[config.mk]
export PLATFORM = sky130hd
export DESIGN_NAME = index_homing_offset_estimator
export DESIGN_NICKNAME = d
export VERILOG_FILES = /design/src/ihoe_pkg.sv /design/src/ihoe_cordic.sv /design/src/index_homing_offset_estimator.sv
export VERILOG_INCLUDE_DIRS = /design/src /design/src/src
export SDC_FILE = /design/constraint.sdc
export NUM_CORES = 2
export LEC_CHECK = 0
export BUFFER_PORTS_ARGS = -buffer_cell sky130_fd_sc_hd__buf_2
export CAP_MARGIN = 20
export CORE_UTILIZATION = 37
export CTS_BUF_LIST = sky130_fd_sc_hd__clkbuf_4 sky130_fd_sc_hd__clkbuf_8 sky130_fd_sc_hd__clkbuf_16
export DETAILED_ROUTE_END_ITERATION = 12
export GPL_TIMING_DRIVEN = 0
export MAX_ROUTING_LAYER = met4
export PLACE_DENSITY_LB_ADDON = 0.08
export SLEW_MARGIN = 20
export SYNTH_ARGS = -nofsm -noshare
export SYNTH_HDL_FRONTEND = slang
export SYNTH_HIERARCHICAL = 1
export SYNTH_SLANG_ARGS = --single-unit
[constraint.sdc]
create_clock -name clk -period 18 [get_ports clk]
set_clock_uncertainty 0.15 [all_clocks]
set_input_delay 3.6 -clock clk [delete_from_list [all_inputs] [get_ports clk]]
set_output_delay 3.6 -clock clk [all_outputs]
set_load 0.01 [all_outputs]
[src/index_homing_offset_estimator_defines.svh]
// Assertion helpers for the homing estimator
`ifndef INDEX_HOMING_OFFSET_ESTIMATOR_DEFINES_SVH
`define INDEX_HOMING_OFFSET_ESTIMATOR_DEFINES_SVH

// check a property on every clock outside reset
`define IHOE_ASSERT(label, prop, msg) \
  label: assert property (@(posedge clk) disable iff (rst) prop) else $error(msg);

// check a property on every clock, reset included
`define IHOE_ASSERT_ALWAYS(label, prop, msg) \
  label: assert property (@(posedge clk) prop) else $error(msg);

`endif

[src/ihoe_pkg.sv]
`timescale 1ns / 1ps
package ihoe_pkg;

  localparam int unsigned SlotCount = 4;
  localparam logic signed [23:0] PiQ = 24'sd205887;
  localparam logic signed [23:0] HalfPiQ = 24'sd102944;
  localparam logic signed [23:0] TwoPiQ = 24'sd411775;
  localparam logic signed [39:0] CordicGainQ = 40'sd39797;
  localparam logic [11:0] GearRatioReset = 12'd147;

  localparam logic [1:0] CfgGearRatio = 2'd0;
  localparam logic [1:0] CfgHomeIndexAngle = 2'd1;

  typedef enum logic [1:0] {
    OP_EDGE = 2'd0,
    OP_TICK = 2'd1,
    OP_RESET = 2'd2,
    OP_NONE = 2'd3
  } op_t;

  typedef enum logic [1:0] {
    CAL_LOST = 2'd0,
    CAL_MEASURING = 2'd1,
    CAL_HOMED = 2'd2,
    CAL_BAD = 2'd3
  } calib_t;

  typedef enum logic [3:0] {
    S_IDLE,
    S_DIV,
    S_REDUCE,
    S_WRAP,
    S_FOLD,
    S_ROT,
    S_ACCUM,
    S_VEC_INIT,
    S_VEC,
    S_MUL,
    S_DONE
  } seq_t;

  typedef struct packed {
    logic [1:0] op;
    logic index_level;
    logic signed [31:0] sample_position;
    logic moving_forward;
    logic [1:0] target_state;
  } in_item_t;

  typedef struct packed {
    logic [1:0] homed_state;
    logic estimate_ok;
    logic signed [31:0] home_offset;
  } out_item_t;

  // request to the CORDIC unit
  typedef struct packed {
    logic start;
    logic vectoring;
  } cordic_ctl_t;

  typedef struct packed {
    logic busy;
    logic done;
  } cordic_sts_t;

  function automatic logic signed [23:0] atan_q(input logic [4:0] i);
    logic signed [23:0] r;
    r = '0;
    case (i)
      5'd0: r = 24'sd51472;
      5'd1: r = 24'sd30386;
      5'd2: r = 24'sd16055;
      5'd3: r = 24'sd8150;
      5'd4: r = 24'sd4091;
      5'd5: r = 24'sd2047;
      5'd6: r = 24'sd1024;
      5'd7: r = 24'sd512;
      5'd8: r = 24'sd256;
      5'd9: r = 24'sd128;
      5'd10: r = 24'sd64;
      5'd11: r = 24'sd32;
      5'd12: r = 24'sd16;
      5'd13: r = 24'sd8;
      5'd14: r = 24'sd4;
      5'd15: r = 24'sd2;
      5'd16: r = 24'sd1;
      default: r = '0;
    endcase
    return r;
  endfunction

endpackage

[src/ihoe_cordic.sv]
`timescale 1ns / 1ps
`include "index_homing_offset_estimator_defines.svh"
module ihoe_cordic import ihoe_pkg::*; #(
  parameter int unsigned CORDIC_STEPS = 16
) (
  input  logic clk,
  input  logic rst,
  input  cordic_ctl_t ctl,
  input  logic signed [39:0] x_init,
  input  logic signed [39:0] y_init,
  input  logic signed [23:0] z_init,
  output cordic_sts_t sts,
  output logic signed [39:0] x_out,
  output logic signed [39:0] y_out,
  output logic signed [23:0] z_out
);
  localparam int unsigned StepW = $clog2(CORDIC_STEPS + 1);

  logic signed [39:0] x, y;
  logic signed [23:0] z;
  logic [StepW-1:0] step;
  logic busy, done, mode_vec;
  logic dir_pos;
  logic signed [39:0] xs, ys;
  logic signed [23:0] a;

  // arithmetic shift floors, as required
  assign xs = x >>> step;
  assign ys = y >>> step;
  assign a = atan_q(5'(step));
  assign dir_pos = mode_vec ? (y > 0) : (z >= 0);

  always_ff @(posedge clk) begin
    if (rst) begin
      busy <= 1'b0;
      done <= 1'b0;
      step <= '0;
      mode_vec <= 1'b0;
    end else begin
      done <= 1'b0;
      if (ctl.start && !busy) begin
        busy <= 1'b1;
        step <= '0;
        mode_vec <= ctl.vectoring;
      end else if (busy) begin
        if (step == StepW'(CORDIC_STEPS - 1)) begin
          busy <= 1'b0;
          done <= 1'b1;
        end
        step <= step + 1'b1;
      end
    end
  end

  always_ff @(posedge clk) begin
    if (ctl.start && !busy) begin
      x <= x_init;
      y <= y_init;
      z <= z_init;
    end else if (busy) begin
      if (mode_vec != dir_pos) begin
        // rotation with z>=0, or vectoring with y<=0
        x <= x - ys;
        y <= y + xs;
        z <= z - a;
      end else begin
        x <= x + ys;
        y <= y - xs;
        z <= z + a;
      end
    end
  end

  assign sts = '{busy: busy, done: done};
  assign x_out = x;
  assign y_out = y;
  assign z_out = z;

  `IHOE_ASSERT(a_done_after_busy, done |-> $past(busy), "done without a run")
  `IHOE_ASSERT(a_no_restart, (busy && ctl.start) |=> busy || done, "restart during run")
  `IHOE_ASSERT_ALWAYS(a_not_both, rst || !(busy && done), "busy and done together")
endmodule

[src/index_homing_offset_estimator.sv]
`timescale 1ns / 1ps
// Channel | Direction | Handshake           | Payload
// in      | input     | in_valid/in_ready   | in_item_t (op, level, position, dir, target)
// out     | output    | out_valid/out_ready | out_item_t (state, ok, offset)
// cfg     | input     | cfg_valid/cfg_ready | cfg_index, cfg_data
//
// Edge, reset and idle ticks pass through S_DONE, which registers out_valid.
// An estimating tick runs, per slot: a restoring divide, a 13-step
// compare-and-subtract reduction by 2*pi plus a wrap, a fold and a CORDIC_STEPS
// rotation on the shared CORDIC; then one vectoring pass and a multiply. The
// vectoring pass is skipped when both sums are zero. The slots share the one
// divider and the single CORDIC.
// One item is in flight at a time; in_ready drops until the result transfers.
// rst is synchronous: state lost, slots invalid, ratio 147, index angle 0.
`include "index_homing_offset_estimator_defines.svh"
module index_homing_offset_estimator import ihoe_pkg::*; #(
  parameter int unsigned CORDIC_STEPS = 16
) (
  input  logic clk,
  input  logic rst,
  input  logic in_valid,
  output logic in_ready,
  input  in_item_t in_item,
  output logic out_valid,
  input  logic out_ready,
  output out_item_t out_item,
  input  logic cfg_valid,
  output logic cfg_ready,
  input  logic [1:0] cfg_index,
  input  logic [31:0] cfg_data
);
  // configuration
  logic [11:0] gear_ratio;
  logic signed [18:0] home_index_angle;

  // calibration state
  logic [SlotCount-1:0] slot_valid;
  logic signed [31:0] slot_position [SlotCount];
  calib_t calib_state;
  logic fresh_data;
  logic signed [31:0] offset_value;

  // sequencer
  seq_t seq, seq_next;
  logic [1:0] k;            // slot order counter
  logic [5:0] div_cnt;
  logic [31:0] quot;        // magnitude quotient, then its remainder by 2*pi
  logic [31:0] dividend;    // magnitude being shifted out
  logic [12:0] rem;
  logic neg_q;
  logic signed [23:0] ang;
  logic neg_sc;
  logic signed [39:0] ssum, csum;
  logic estimate_ok;
  logic est_run;
  logic signed [43:0] prod;

  cordic_ctl_t cctl;
  cordic_sts_t csts;
  logic signed [39:0] cx_init, cy_init, cx, cy;
  logic signed [23:0] cz_init, cz;

  logic [11:0] ratio;
  logic [1:0] slot_sel;
  logic signed [31:0] pos_sel;
  logic [12:0] rem_try;
  logic [32:0] red_step;
  logic signed [24:0] rsgn;
  logic signed [23:0] ang_fold;
  logic signed [23:0] diff;
  logic signed [39:0] vx, vy;
  logic est_start;

  assign ratio = (gear_ratio == 12'd0) ? 12'd1 : gear_ratio;
  assign cfg_ready = 1'b1;
  assign in_ready = (seq == S_IDLE) && !out_valid;

  // a tick estimates only with fresh data, while measuring, with all slots filled
  assign est_start = (in_item.op == OP_TICK) && fresh_data
                     && (calib_state == CAL_MEASURING) && (&slot_valid);

  // slot order 3,0,1,2
  assign slot_sel = k - 2'd1;
  assign pos_sel = slot_position[slot_sel];
  assign rem_try = {rem[11:0], dividend[31]};

  always_ff @(posedge clk) begin
    if (rst) begin
      gear_ratio <= GearRatioReset;
      home_index_angle <= '0;
    end else if (cfg_valid) begin
      unique case (cfg_index)
        CfgGearRatio: gear_ratio <= cfg_data[11:0];
        CfgHomeIndexAngle: home_index_angle <= cfg_data[18:0];
        default: ;
      endcase
    end
  end

  always_ff @(posedge clk) begin
    if (rst) seq <= S_IDLE;
    else seq <= seq_next;
  end

  // next-state logic
  always_comb begin
    seq_next = seq;
    unique case (seq)
      S_IDLE: if (in_valid && in_ready) begin
        if (est_start) seq_next = S_DIV;
        else seq_next = S_DONE;
      end
      S_DIV: if (div_cnt == 6'd32) seq_next = S_REDUCE;
      S_REDUCE: if (div_cnt == 6'd12) seq_next = S_WRAP;
      S_WRAP: seq_next = S_FOLD;
      S_FOLD: seq_next = S_ROT;
      S_ROT: if (csts.done) seq_next = S_ACCUM;
      S_ACCUM: seq_next = (k == 2'd3) ? S_VEC_INIT : S_DIV;
      S_VEC_INIT: seq_next = (ssum == 0 && csum == 0) ? S_MUL : S_VEC;
      S_VEC: if (csts.done) seq_next = S_MUL;
      S_MUL: seq_next = S_DONE;
      S_DONE: seq_next = S_IDLE;
      default: seq_next = S_IDLE;
    endcase
  end

  // reduce the quotient magnitude by 2*pi shifted left 12 down to 0, one per cycle
  assign red_step = {9'd0, TwoPiQ} << (4'd12 - div_cnt[3:0]);
  // remainder takes the sign of the quotient
  assign rsgn = neg_q ? -$signed({1'b0, quot[23:0]}) : $signed({1'b0, quot[23:0]});
  // fold into +-pi/2; sin and cos get negated when folded
  assign ang_fold = (ang > HalfPiQ) ? ang - PiQ : (ang < -HalfPiQ) ? ang + PiQ : ang;
  assign diff = cz - 24'(home_index_angle);

  assign cctl.start = (seq == S_FOLD) || (seq == S_VEC_INIT && !(ssum == 0 && csum == 0));
  assign cctl.vectoring = (seq == S_VEC_INIT);

  always_comb begin
    vx = csum <<< 8;
    vy = ssum <<< 8;
    cz_init = ang_fold;
    if (seq == S_VEC_INIT) begin
      cz_init = '0;
      if (vx < 0) begin
        if (vy >= 0) begin
          vx = ssum <<< 8;
          vy = -(csum <<< 8);
          cz_init = HalfPiQ;
        end else begin
          vx = -(ssum <<< 8);
          vy = csum <<< 8;
          cz_init = -HalfPiQ;
        end
      end
    end
    cx_init = (seq == S_VEC_INIT) ? vx : CordicGainQ;
    cy_init = (seq == S_VEC_INIT) ? vy : 40'sd0;
  end

  ihoe_cordic #(.CORDIC_STEPS(CORDIC_STEPS)) u_cordic (
    .clk(clk), .rst(rst), .ctl(cctl),
    .x_init(cx_init), .y_init(cy_init), .z_init(cz_init),
    .sts(csts), .x_out(cx), .y_out(cy), .z_out(cz)
  );

  // datapath
  always_ff @(posedge clk) begin
    if (rst) begin
      slot_valid <= '0;
      calib_state <= CAL_LOST;
      fresh_data <= 1'b0;
      offset_value <= '0;
      out_valid <= 1'b0;
      estimate_ok <= 1'b0;
      est_run <= 1'b0;
      k <= '0;
      div_cnt <= '0;
    end else begin
      if (out_valid && out_ready) out_valid <= 1'b0;
      unique case (seq)
        S_IDLE: if (in_valid && in_ready) begin
          estimate_ok <= 1'b0;
          est_run <= est_start;
          k <= '0;
          div_cnt <= '0;
          ssum <= '0;
          csum <= '0;
          case (op_t'(in_item.op))
            OP_EDGE: if (calib_state != CAL_LOST) begin
              slot_valid[{in_item.moving_forward, in_item.index_level}] <= 1'b1;
              slot_position[{in_item.moving_forward, in_item.index_level}]
                <= in_item.sample_position;
              fresh_data <= 1'b1;
            end
            OP_TICK: fresh_data <= 1'b0;
            OP_RESET: begin
              slot_valid <= '0;
              calib_state <= (in_item.target_state == CAL_BAD) ? CAL_LOST
                                                              : calib_t'(in_item.target_state);
            end
            default: ;
          endcase
        end
        S_DIV: begin
          if (div_cnt == 6'd0) begin
            neg_q <= pos_sel[31];
            dividend <= pos_sel[31] ? 32'(-pos_sel) : pos_sel;
            rem <= '0;
            quot <= '0;
          end else begin
            if (rem_try >= {1'b0, ratio}) begin
              rem <= rem_try - {1'b0, ratio};
              quot <= {quot[30:0], 1'b1};
            end else begin
              rem <= rem_try;
              quot <= {quot[30:0], 1'b0};
            end
            dividend <= {dividend[30:0], 1'b0};
          end
          div_cnt <= (div_cnt == 6'd32) ? 6'd0 : div_cnt + 6'd1;
        end
        S_REDUCE: begin
          if ({1'b0, quot} >= red_step) quot <= quot - red_step[31:0];
          div_cnt <= (div_cnt == 6'd12) ? 6'd0 : div_cnt + 6'd1;
        end
        S_WRAP: begin
          ang <= (rsgn > 25'(PiQ)) ? 24'(rsgn - 25'(TwoPiQ))
               : (rsgn < -25'(PiQ)) ? 24'(rsgn + 25'(TwoPiQ)) : 24'(rsgn);
        end
        S_FOLD: begin
          neg_sc <= 1'b0;
          if (ang > HalfPiQ) begin
            ang <= ang - PiQ;
            neg_sc <= 1'b1;
          end else if (ang < -HalfPiQ) begin
            ang <= ang + PiQ;
            neg_sc <= 1'b1;
          end
        end
        S_ACCUM: begin
          ssum <= neg_sc ? ssum - cy : ssum + cy;
          csum <= neg_sc ? csum - cx : csum + cx;
          k <= k + 2'd1;
        end
        S_MUL: begin
          if (ssum == 0 && csum == 0)
            prod <= -44'(home_index_angle) * $signed({32'd0, ratio});
          else
            prod <= 44'(diff) * $signed({32'd0, ratio});
        end
        S_DONE: begin
          if (est_run) begin
            offset_value <= (prod > 44'sd2147483647) ? 32'sh7fffffff
                          : (prod < -44'sd2147483648) ? 32'sh80000000 : prod[31:0];
            calib_state <= CAL_HOMED;
            estimate_ok <= 1'b1;
          end
          out_valid <= 1'b1;
        end
        default: ;
      endcase
    end
  end

  always_comb begin
    out_item.homed_state = calib_state;
    out_item.estimate_ok = estimate_ok;
    out_item.home_offset = offset_value;
  end

  `IHOE_ASSERT(a_ready_idle, in_ready |-> (seq == S_IDLE), "ready while busy")
  `IHOE_ASSERT(a_one_item, (in_valid && in_ready) |=> !in_ready, "second transfer accepted")
  `IHOE_ASSERT(a_ok_homed, (out_valid && out_item.estimate_ok) |-> (calib_state == CAL_HOMED),
    "estimate without homed state")
endmodule
# Word-level counts from Yosys, hierarchy flattened

Memory sizes are Yosys's and may differ from the RTL's. A register that Yosys moved wholly into a read port is not among the register bits.
Index checks and enable logic that the tools add are counted.
Widths: inputs -> output; s select.

$mul: 2
Eq/ne operators: 29
Bitwise gates (word level): 3
Shifts and indexed selects: 3
$lt $le $gt $ge: 14
Reductions and logical operators: 52
$add $sub $neg: 27
Multiplexer cells: 85

Operators with widths:

| kind                  | number |
|---|---|
| $mux 40               | 15 |
| $mux 24               | 10 |
| $mux 32               | 6 |
| $add 40x40->40        | 4 |
| $pmux 40 s2           | 2 |
| $sub 40x40->40        | 4 |
| $logic_not 40->1      | 2 |
| $neg 40->40           | 2 |
| $sshr 40x5->40        | 2 |
| $pmux 32 s2           | 1 |
| $pmux 24 s2           | 1 |
| $gt 44x32->1 const B  | 1 |
| $lt 44x32->1 const B  | 1 |
| $mul 44x13->44        | 1 |
| $mux 44               | 1 |
| $neg 19->44           | 1 |
| $ge 40x1->1 const B   | 1 |
| $gt 40x1->1 const B   | 1 |
| $lt 40x1->1 const B   | 1 |
| $pmux 4 s10           | 1 |
| $mul 24x13->37        | 1 |
| $ge 32x33->1          | 1 |
| $shl 19x4->33 const A | 1 |
| $neg 32->32           | 1 |
| 65 further kinds      | 153 |

Flip-flop bits (word level): 423
RAM bits: 128
ROM bits: 512
Output and inout port bits: 38
Logic and storage cells: 246
Memories kept: 2

Memories:

| memory          | depth | width | rd ports | clocked after Yosys merged registers in | write ports | line                                | source |
|---|---|---|---|---|---|---|---|
| (no name shown) | 32    | 16    | 1        | 1                                       | 0           | ihoe_pkg.sv:70                      | `case (i)` |
| slot_position   | 4     | 32    | 1        | 0                                       | 1           | index_homing_offset_estimator.sv:38 | `logic signed [31:0] slot_position [SlotCount];` |

# Longest topological paths before layout

Word-level depth: 8
Depth in mapped cells: 35
Mapped depth without buffers: 34

# Modules after synthesis

The synthesis kept the hierarchy.

By module, submodules not included:

| module                        | times used | cells each | area each (um2) | sequential area each (um2) |
|---|---|---|---|---|
| index_homing_offset_estimator | 1          | 6,346      | 55,670.9        | 12,331.8 |
| ihoe_cordic                   | 1          | 2,079      | 17,653.2        | 3,603.5 |

# Least setup slack after synthesis

No wires, ideal clock.

Path kind: input to register
Start: input rst
End: register csum[0], enable pin
Data arrival time: 7.887 ns
Cell stages on the path: 3
Slack: 9.419 ns
Data required time: 17.305 ns
Setup time: 0.545 ns
Path through: clkbuf_1 > clkbuf_1 > a21oi_1

Longest elaborated chain between the ends: 2

RTL lines:

| item                       | line                                 | source |
|---|---|---|
| start, declared            | index_homing_offset_estimator.sv:20  | `input logic rst,` |
| $not 1->1 (no line)        | -                                    |  |
| $reduce_and 3->1 (no line) | -                                    |  |
| end signal, assigned       | index_homing_offset_estimator.sv:242 | `csum <= neg_sc ? csum - cx : csum + cx;` |
| end, declared              | index_homing_offset_estimator.sv:53  | `logic signed [39:0] ssum, csum;` |

Every way passes these cells.
A chain may end at the register's enable or synchronous reset.

# Worst setup path after layout

Start: register u_cordic.z[1] (netlist: u_cordic/z_out[1])
End: register prod[41], data pin

Longest elaborated chain between the ends: 3

RTL lines:

| item                   | line                                 | source |
|---|---|---|
| start, declared        | ihoe_cordic.sv:20                    | `logic signed [23:0] z;` |
| start signal, assigned | ihoe_cordic.sv:59                    | `z <= z_init;` |
| start signal, assigned | ihoe_cordic.sv:65                    | `z <= z - a;` |
| start signal, assigned | ihoe_cordic.sv:69                    | `z <= z + a;` |
| $sub 24x19->24         | index_homing_offset_estimator.sv:133 | `assign diff = cz - 24'(home_index_angle);` |
| $mul 24x13->37         | index_homing_offset_estimator.sv:249 | `prod <= 44'(diff) * $signed({32'd0, ratio});` |
| $mux 44                | index_homing_offset_estimator.sv:246 | `if (ssum == 0 && csum == 0)` |
| end signal, assigned   | index_homing_offset_estimator.sv:247 | `prod <= -44'(home_index_angle) * $signed({32'd0, ratio});` |
| end signal, assigned   | index_homing_offset_estimator.sv:249 |  |
| end, declared          | index_homing_offset_estimator.sv:56  | `logic signed [43:0] prod;` |

Every way passes these cells.

==> metrics.txt <==
worst vdd ir=193.2 uV; Rel. slew slack=0.1849; placed standard-cell area=~0.078 mm^2; dpl ws=7.475 ns; IO buf count=100; data arrival time of the critical path=between 10 and 15 ns; Finish-stage setup viols=0; WS Path Type=flop to flop; Clock Latency Late Sink=0.74 ns; # H-tree levels=3; Vias/cell=~5.7; grt ovf=0; Max Clock Freq=94.26 MHz; initial antenna violation count=19; Critical Path Source Type=flop; Global Route Usage Sum=0.3127; post_cts resized=0; WHS=between 0.3 and 0.4 ns; max-slew violations=0; CP Max Fanout=10; wire per inst=approximately 27 um; HPWL reported at the end of detailed placement=249800 um; hold buffer count at CTS=0; PnR worst setup slack=between 7 and 8 ns; hold violation total from the final report=0; Static Leak=33.29 nW; outcome=completed; I/O pins=approximately 120; Placer Congestion=1.005; number of routed nets with antenna violations=0; first-pass GRT wire length=443800 um; Mapped Cells=8424; vias in the first global route=between 60000 and 70000; synth-to-layout area growth=9.724%; row cnt=163; Worst setup EP type=flop; routed wire length=306300 um; Post-Syn Area=0.07332 mm^2; Hold/Removal Path Class=flop to flop; critical path's most frequent cell=fa_1; CTS tree=yes; syn_area_per_cell=8.703 um^2; Layout Utilization=0.4083; Root Driver=clkbuf_16; clk sinks=between 500 and 600; Detailed Routing Iterations Pass 1=6; Final Net Count=between 9000 and 10000; cell area after layout=a little over 0.08 mm^2; largest net degree at the start of global routing=49; Post-CTS Setup Repair Bufs=0; drc violations=0; die width=between 400 and 500 um; CP max stage cell=xnor2_1; Die Y=447.1 um; crit path time final=around 11 ns; maxcap violations=0; clk slew on worst S/H paths=0.06 ns; RSZ-0062 raised after global routing=no; starting density of the core=0.3721; layout cells sized above 1=0.06713; die area=between 0.15 and 0.2 mm^2; cts bufs inserted=75; sum of negative setup slack=0 ns; core region area=0.1970 mm^2; pwr/cell area=191.3 mW/mm^2; crit-path max cell delay=0.76 ns; clk buf depth=3; Syn. warnings=6; DR iter-0 viols=6648; data required time of the worst path=18.29 ns; fin crit share=0.5894; worst-margin pin slew=1.223 ns; via count=65189
## through the flow
stage	total power, mW	std cells
after CTS	15.23	11355
after global routing	16.67	11356
final	15.39	11357
after detailed placement	13.49	11217
after floorplan	9.897	8434
after global placement	13.45	11174
## cells in the final DEF, fill, tap and decap left out, drive strengths merged, types with 40 or more instances in the layout
| cell type | count |
|---|---|
| a211oi | 100 |
| a21o | 159 |
| a21oi | 508 |
| a31oi | 60 |
| and2 | 227 |
| and3 | 77 |
| buf | 238 |
| clkbuf | 427 |
| clkinv | 40 |
| dfxtp | 109 |
| edfxtp | 458 |
| fa | 624 |
| ha | 458 |
| inv | 904 |
| mux2 | 43 |
| mux2i | 117 |
| mux4 | 114 |
| nand2 | 1002 |
| nand2b | 106 |
| nand3 | 109 |
| nand4 | 40 |
| nor2 | 665 |
| nor2b | 53 |
| nor3 | 204 |
| nor4 | 65 |
| o21a | 58 |
| o21ai | 458 |
| o31ai | 66 |
| or3 | 76 |
| xnor2 | 380 |
| xor2 | 225 |
## report_power, final
part / switching, mW / leakage (nW) / internal [mW]
sequential: 0.196 / 5.06 / 1.87
clock: 0.702 / 1.27 / 0.927
combinational: 7.33 / 27.0 / 4.36
total: 8.23 / 33.3 / 7.16
## worst max-delay path, delay by kind of cell (launching register included)
family | cells | cell delay (ns)
compound gates | 12 | 3.01
xor+xnor | 2 | 0.88
fa+ha+maj | 7 | 3.34
buf+inv | 5 | 1.11
flops | 1 | 0.61
simple gates | 4 | 1.17
## final cells by class
type                       instances  area [um^2]
fill                           20212       116600
multi-input combinational       6525        52330
sequential                       567        15940
inverter                         903         3390
tap                             2640         3303
clock buffer                      83         1943
buffer                           439         1832
timing repair buffer             143         1006
clock inverter                    55        699.4
antenna                            2        5.005
## flip-flops by register name, summed over array words and instances (netlist names), 5 cells and up
register / flops
dividend: 32
prod: 44
ang: 24
csum: 40
u_cordic/step: 5
home_index_angle: 19
gear_ratio: 12
rem: 12
u_cordic/y_out: 40
ssum: 40
div_cnt: 6
offset_value: 32
slot_position: 128
u_cordic/a: 16
u_cordic/x_out: 40
u_cordic/z_out: 24
quot: 32
## final timing paths
| path | from | end | slack [ns] | depth (start not counted) |
|---|---|---|---|---|
| min reg2reg | home_index_angle[14] | home_index_angle[14] | 0.31 | 2 |
| max | u_cordic/z_out[1] | prod[41] | 7.39 | 30 |
| max reg2reg | u_cordic/z_out[1] | prod[41] | 7.39 | 30 |
| min | home_index_angle[14] | home_index_angle[14] | 0.31 | 2 |
## metal layers
metal  routed length [um]  track usage
met5                    0            -
met4                12800       0.1119
met3                21800      0.04556
met2               132900       0.4603
met1               138800       0.4352
(Power assumes the default switching activity.)
